===== src/design/pcsd_pkg.sv =====
package pcsd_pkg;

    localparam int COORD_W    = 32;
    localparam int AXIS_W     = 18;
    localparam int LEN_W      = 31;
    localparam int CFG_IDX_W  = 3;
    localparam int CFG_DATA_W = 32;

    localparam int N_W     = COORD_W + 1;          // point minus center
    localparam int PROD_W  = AXIS_W + N_W;         // axis * offset
    localparam int DOT_W   = PROD_W + 2;           // sum of three products
    localparam int NN_W    = 2 * N_W;              // sum of three squares
    localparam int Y_W     = 35;                   // rounded |dot| in Q.16
    localparam int YY_W    = 2 * Y_W;
    localparam int SQ_BITS = (NN_W + 2) / 2;       // root bits, one per cell
    localparam int RAD_W   = 2 * SQ_BITS;          // padded radicand
    localparam int REM_W   = SQ_BITS + 4;          // partial remainder
    localparam int D_W     = SQ_BITS + 1;
    localparam int E_W     = 80;                   // sum of squares, room for rounding
    localparam int SQD_W   = 63;
    localparam int RND_W   = E_W - 16;

    typedef logic [CFG_IDX_W-1:0] t_cfg_idx;

    localparam t_cfg_idx CFG_CENTER_X    = 3'd0;
    localparam t_cfg_idx CFG_CENTER_Y    = 3'd1;
    localparam t_cfg_idx CFG_CENTER_Z    = 3'd2;
    localparam t_cfg_idx CFG_AXIS_X      = 3'd3;
    localparam t_cfg_idx CFG_AXIS_Y      = 3'd4;
    localparam t_cfg_idx CFG_AXIS_Z      = 3'd5;
    localparam t_cfg_idx CFG_HALF_LENGTH = 3'd6;
    localparam t_cfg_idx CFG_RADIUS      = 3'd7;

    typedef struct packed {
        logic signed [COORD_W-1:0] point_x;
        logic signed [COORD_W-1:0] point_y;
        logic signed [COORD_W-1:0] point_z;
    } t_in_item;

    typedef struct packed {
        logic [SQD_W-1:0] sq_distance;
        logic             saturated;
    } t_out_item;

    typedef struct packed {
        logic signed [COORD_W-1:0] center_x;
        logic signed [COORD_W-1:0] center_y;
        logic signed [COORD_W-1:0] center_z;
        logic signed [AXIS_W-1:0]  axis_x;
        logic signed [AXIS_W-1:0]  axis_y;
        logic signed [AXIS_W-1:0]  axis_z;
        logic [LEN_W-1:0]          half_length;
        logic [LEN_W-1:0]          radius;
    } t_cfg;

    typedef struct packed {
        logic [Y_W-1:0] yc;      // distance beyond the cap, zero inside the slab
        logic           use_d;   // add the radial term
    } t_side;

    typedef struct packed {
        logic               valid;
        logic [RAD_W-1:0]   rad;
        logic [REM_W-1:0]   rem;
        logic [SQ_BITS-1:0] root;
        t_side              side;
    } t_sq_stage;

endpackage


===== src/design/pcsd_sqrt_cell.sv =====
module pcsd_sqrt_cell (
    input  logic                i_clk,
    input  logic                i_rst_n,
    input  logic                i_en,
    input  pcsd_pkg::t_sq_stage i_stage,
    output pcsd_pkg::t_sq_stage o_stage
);

    pcsd_pkg::t_sq_stage r_stage, n_stage;

    logic [pcsd_pkg::REM_W-1:0] rem_sh;
    logic [pcsd_pkg::REM_W-1:0] trial;
    logic                       take;

    always_comb begin
        rem_sh = {i_stage.rem[pcsd_pkg::REM_W-3:0],
                  i_stage.rad[pcsd_pkg::RAD_W-1 -: 2]};
        trial  = pcsd_pkg::REM_W'({i_stage.root, 2'b01});
        take   = rem_sh >= trial;

        n_stage       = i_stage;
        n_stage.rad   = {i_stage.rad[pcsd_pkg::RAD_W-3:0], 2'b00};
        n_stage.rem   = take ? rem_sh - trial : rem_sh;
        n_stage.root  = {i_stage.root[pcsd_pkg::SQ_BITS-2:0], take};
    end

    always_ff @(posedge i_clk) begin
        if (!i_rst_n) begin
            r_stage.valid <= 1'b0;
        end else if (i_en) begin
            r_stage <= n_stage;
        end
    end

    assign o_stage = r_stage;

endmodule


===== config.mk =====
export PLATFORM = sky130hd
export DESIGN_NAME = pcsd_sqrt_cell
export DESIGN_NICKNAME = d
export VERILOG_FILES = /design/src/design/pcsd_pkg.sv /design/src/design/pcsd_sqrt_cell.sv
export SDC_FILE = /design/constraint.sdc
export NUM_CORES = 1
export LEC_CHECK = 0
export BUFFER_PORTS_ARGS = -buffer_cell sky130_fd_sc_hd__clkbuf_2
export CORE_MARGIN = 1.5
export CORE_UTILIZATION = 35
export CTS_CLUSTER_SIZE = 14
export DETAILED_ROUTE_END_ITERATION = 8
export SLEW_MARGIN = 20
export SYNTH_ARGS = -nofsm -noshare
export SYNTH_HDL_FRONTEND = slang
export SYNTH_SLANG_ARGS = --single-unit

===== constraint.sdc =====
create_clock -name i_clk -period 5.2 [get_ports i_clk]
set_clock_uncertainty 0.15 [all_clocks]
set_input_delay 0.26 -clock i_clk [delete_from_list [all_inputs] [get_ports i_clk]]
set_output_delay 0.26 -clock i_clk [all_outputs]
set_load 0.01 [all_outputs]

Word level (Yosys, flattened, before mapping)
Index checks and enable logic that the tools add are counted.

word-level totals
  word-level logic and storage cells = 10
  register bits after elaboration = 175

cells by class
  reduce and logical (&&, ||, !) cells = 1
  order comparisons = 1
  muxes and demuxes = 1
  add/subtract/negate cells = 1

operator list
  cell              number
  $ge 38x36->1      1
  $mux 38           1
  $sub 38x36->38    1
  $reduce_and 2->1  1

Longest topological paths before layout
  depth after elaboration = 2
  mapped depth = 12
  mapped depth without buffers = 10

Worst setup path after synthesis
OpenSTA, ideal clock, no wires.

  path type = input to register
  from = input port i_en
  to = register r_stage, in the netlist o_stage[0] (enable)
  data arrival time = 4.218 ns
  stages = 1
  library setup time = 0.554 ns
  buffers on the path = 0
  path slack = 0.278 ns
  required time = 4.496 ns
  cell sequence = and2_1

on the way
  longest elaborated chain between the ends = 1

ends and longest elaborated chain
  what                               RTL line              source
  from (decl)                        pcsd_sqrt_cell.sv:4   input logic i_en,
  $reduce_and 2->1 (no source line)  -
  to (signal assigned)               pcsd_sqrt_cell.sv:31  r_stage <= n_stage;
  to (decl)                          pcsd_sqrt_cell.sv:9   pcsd_pkg::t_sq_stage r_stage, n_stage;

Every way passes these cells.
A chain may end at the register's enable or synchronous reset.

==> flow_summary.ini <==
[status]
status = finished, violations left
failed_checks = DRC

[global_routing]
grt_usage = 0.211
use_met2 = 0.368
grt_pass1_wl_mm = 38.1
use_met3 = 0.0459
overflow = 0
antenna_found_initial = 2
grt-busiest-layer = met2
first_global_vias = 6833
grt_max_degree = 101
use_met1 = 0.248

[sta]
finalSetupViolCount = 0
drv_slew = 0
setup-tns-final_ns = 0
finalCritPeriodShare = 0.699
rsz0062_at_grt = no
hold_viol_final = 0
worst_slew_pin_slew_ns = 1.03
fmax_mhz = 275
finalHoldWorstSlack_ns = 0.0507
fin_crit_ns = 3.63
max_slew_margin = 0.315

[setup_path]
cp-end-kind = flop
path_buf_inv = 3
cp.depth = 12
cpMaxStageDelayCell = dlygate4sd3_1
reg2reg_slack_ns = 3.81
r2r_start = o_stage[176]$_SDFFE_PN0P_
required_ns = 5.23
crit_path_start = i_stage[38]
crit_arrival_ns = 3.66
max_stage_delay_ns = 0.54
r2r-end = o_stage[176]$_SDFFE_PN0P_
rr_worst_depth = 3
critPathLaunchType = primary input
path_cells = dlygate4sd3_1, clkbuf_2, inv_1, ha_1, o2111ai_1, a311oi_1, o31ai_1, a21oi_1, o211ai_1, and2_1, a31oi_1, mux2_2
path_class = primary input to flop
crit_family = compound AO/OA/AOI/OAI gates
cp_max_fo = 6
critical_path.endpoint = o_stage[107]$_DFFE_PP_

[placement]
io_buffers = 352
gp_congestion = 0.870
dp_hpwl_mm = 17.7

[die]
die_w_microns = 153
die_h_microns = 153
start_util = 0.359
num_io_pins = 357
design.core.area_sq_um = 22000
die_area_sq_um = 23500
rows = 54

[power]
power_frac_comb = 0.196
p_leak_nw = 5.32
cellPowerDensity_nw_per_um2 = 302
swShare = 0.279
clkPwrFrac = 0.340
internal-power_w = 0.00266
max-vdd-ir-drop_mv = 0.205
switchingPower_w = 0.00103
p_seq_frac = 0.464

[logic_synthesis]
synth_edf_count = 174
yosysUniqueCellTypes = 54
synth_flop_cell = edfxtp_1
synthArstFlopShare = 0
synth_seq_cells = 175
avgSynthCellArea_sq_um = 13.1
ys_seq_area_frac = 0.665
synthTopCellsByArea = edfxtp_1, ha_1, nand2_1
syn_area_sq_um = 7890
synth_largest_area_cell = edfxtp_1
netlist_instances = 603
yosys_warnings = 0
synth_top_area_frac = 0.662

[clock_tree]
cts_tree = yes
cts.sinks = 175
h-tree-depth = 4
cts_resized = 0
clk_latency_ns = 0.42
clockRootBuffer = clkbuf_16
ctsLongestPathBuffers = 2
numCtsBuffers = 17
clk_pin_slew_worst_paths_ns = 0.07

[finish]
mostFrequentLayoutCell = clkbuf_2
final_cell_mix = clkbuf_2, edfxtp_1, dlygate4sd3_1, nand2_1, inv_1
final_nets = 1345
syn2layout_area_growth_pct = 55.0
num-fill-cells = 1832
largest_reg_flops = 175
drive_gt1_frac = 0.346

[route]
vias_per_cell = 4.69
wl_mm = 24.7
vias = 6679
drtAntennaViolNets = 0
drc = 28
wire_per_inst_microns = 17.4
dr.first_iter.drc_count = 339
dr.pass1.iters = 9

[flow_run]
cap_violations = 0

[hold_path]
hold_class = primary input to flop
hold_depth = 2
[per-stage QoR]
step	utilization	setup WS [ns]	std cells	total power (W)	cell area (sq um)
after CTS	0.557	1.49	1422	0.00373	12200
after floorplan	-	0.278	604	0.00211	7890
after global placement	0.453	1.63	1220	0.00235	9950
final	0.557	1.57	1424	0.00370	12200
after global routing	0.557	1.21	1424	0.00385	12200
after detailed placement	0.453	1.60	1220	0.00236	9950
[worst min path at each step]
stage               slack, ns    startpoint                endpoint
floorplan                0.21    i_stage[0]    o_stage[0]$_DFFE_PP_
global placement         0.29   i_stage[19]   o_stage[19]$_DFFE_PP_
detailed placement       0.29  i_stage[117]  o_stage[119]$_DFFE_PP_
CTS                      0.03  i_stage[105]  o_stage[107]$_DFFE_PP_
global route             0.04  i_stage[105]  o_stage[107]$_DFFE_PP_
finish                   0.05  i_stage[105]  o_stage[107]$_DFFE_PP_
[layer usage]
metal,up-vias,part of all wire
met2,237,0.50
met4,0,0.041
met3,47,0.059
li1,3310,-
met5,-,0
met1,3085,0.40
[cell usage after synthesis (7+ instances only)]
| master | n |
|---|---|
| nand3_1 | 13 |
| and3_1 | 7 |
| nor2_1 | 22 |
| inv_1 | 47 |
| o21ai_0 | 42 |
| edfxtp_1 | 174 |
| xnor2_1 | 23 |
| buf_2 | 9 |
| a31oi_1 | 9 |
| ha_1 | 36 |
| a21oi_1 | 32 |
| o31ai_1 | 8 |
| nand2_1 | 63 |
| a21o_1 | 17 |
| xor2_1 | 8 |
[kinds of logic (layout without fill, tap and decap cells)]
group,Yosys count,count (layout),share of synthesized area
simple gates,134,134,0.0774
other cells,1,4,0.000475
buf+inv,66,604,0.0349
fa+ha+maj,36,36,0.0571
mux,4,4,0.00539
compound gates,156,156,0.126
xor+xnor,31,31,0.0344
flops,175,175,0.665
[power by group through the flow]
stage                     sequential [W]  combinational (W)  clock, W
after CTS                        0.00171           0.000729   0.00129
after global placement           0.00174           0.000612         0
after floorplan                  0.00181           0.000293         0
after detailed placement         0.00174           0.000618         0
after global routing             0.00173           0.000795   0.00133
final                            0.00171           0.000724   0.00126
[cell type report]
type                       instances  area (sq um)  area share
sequential                       175          5250       0.429
timing repair buffer             525          3500       0.286
multi-input combinational        363          2380       0.195
clock buffer                      18           429      0.0351
tap                              280           350      0.0286
inverter                          47           176      0.0144
clock inverter                    14           144      0.0118
antenna                            2          5.00    0.000409
[repair_timing]
item / CTS / global route
buffers inserted: 0 / 0
endpoints found under the hold margin: 169 / 0
hold buffers: 170 / 0
Note: power is estimated with default switching activity, not from simulation.
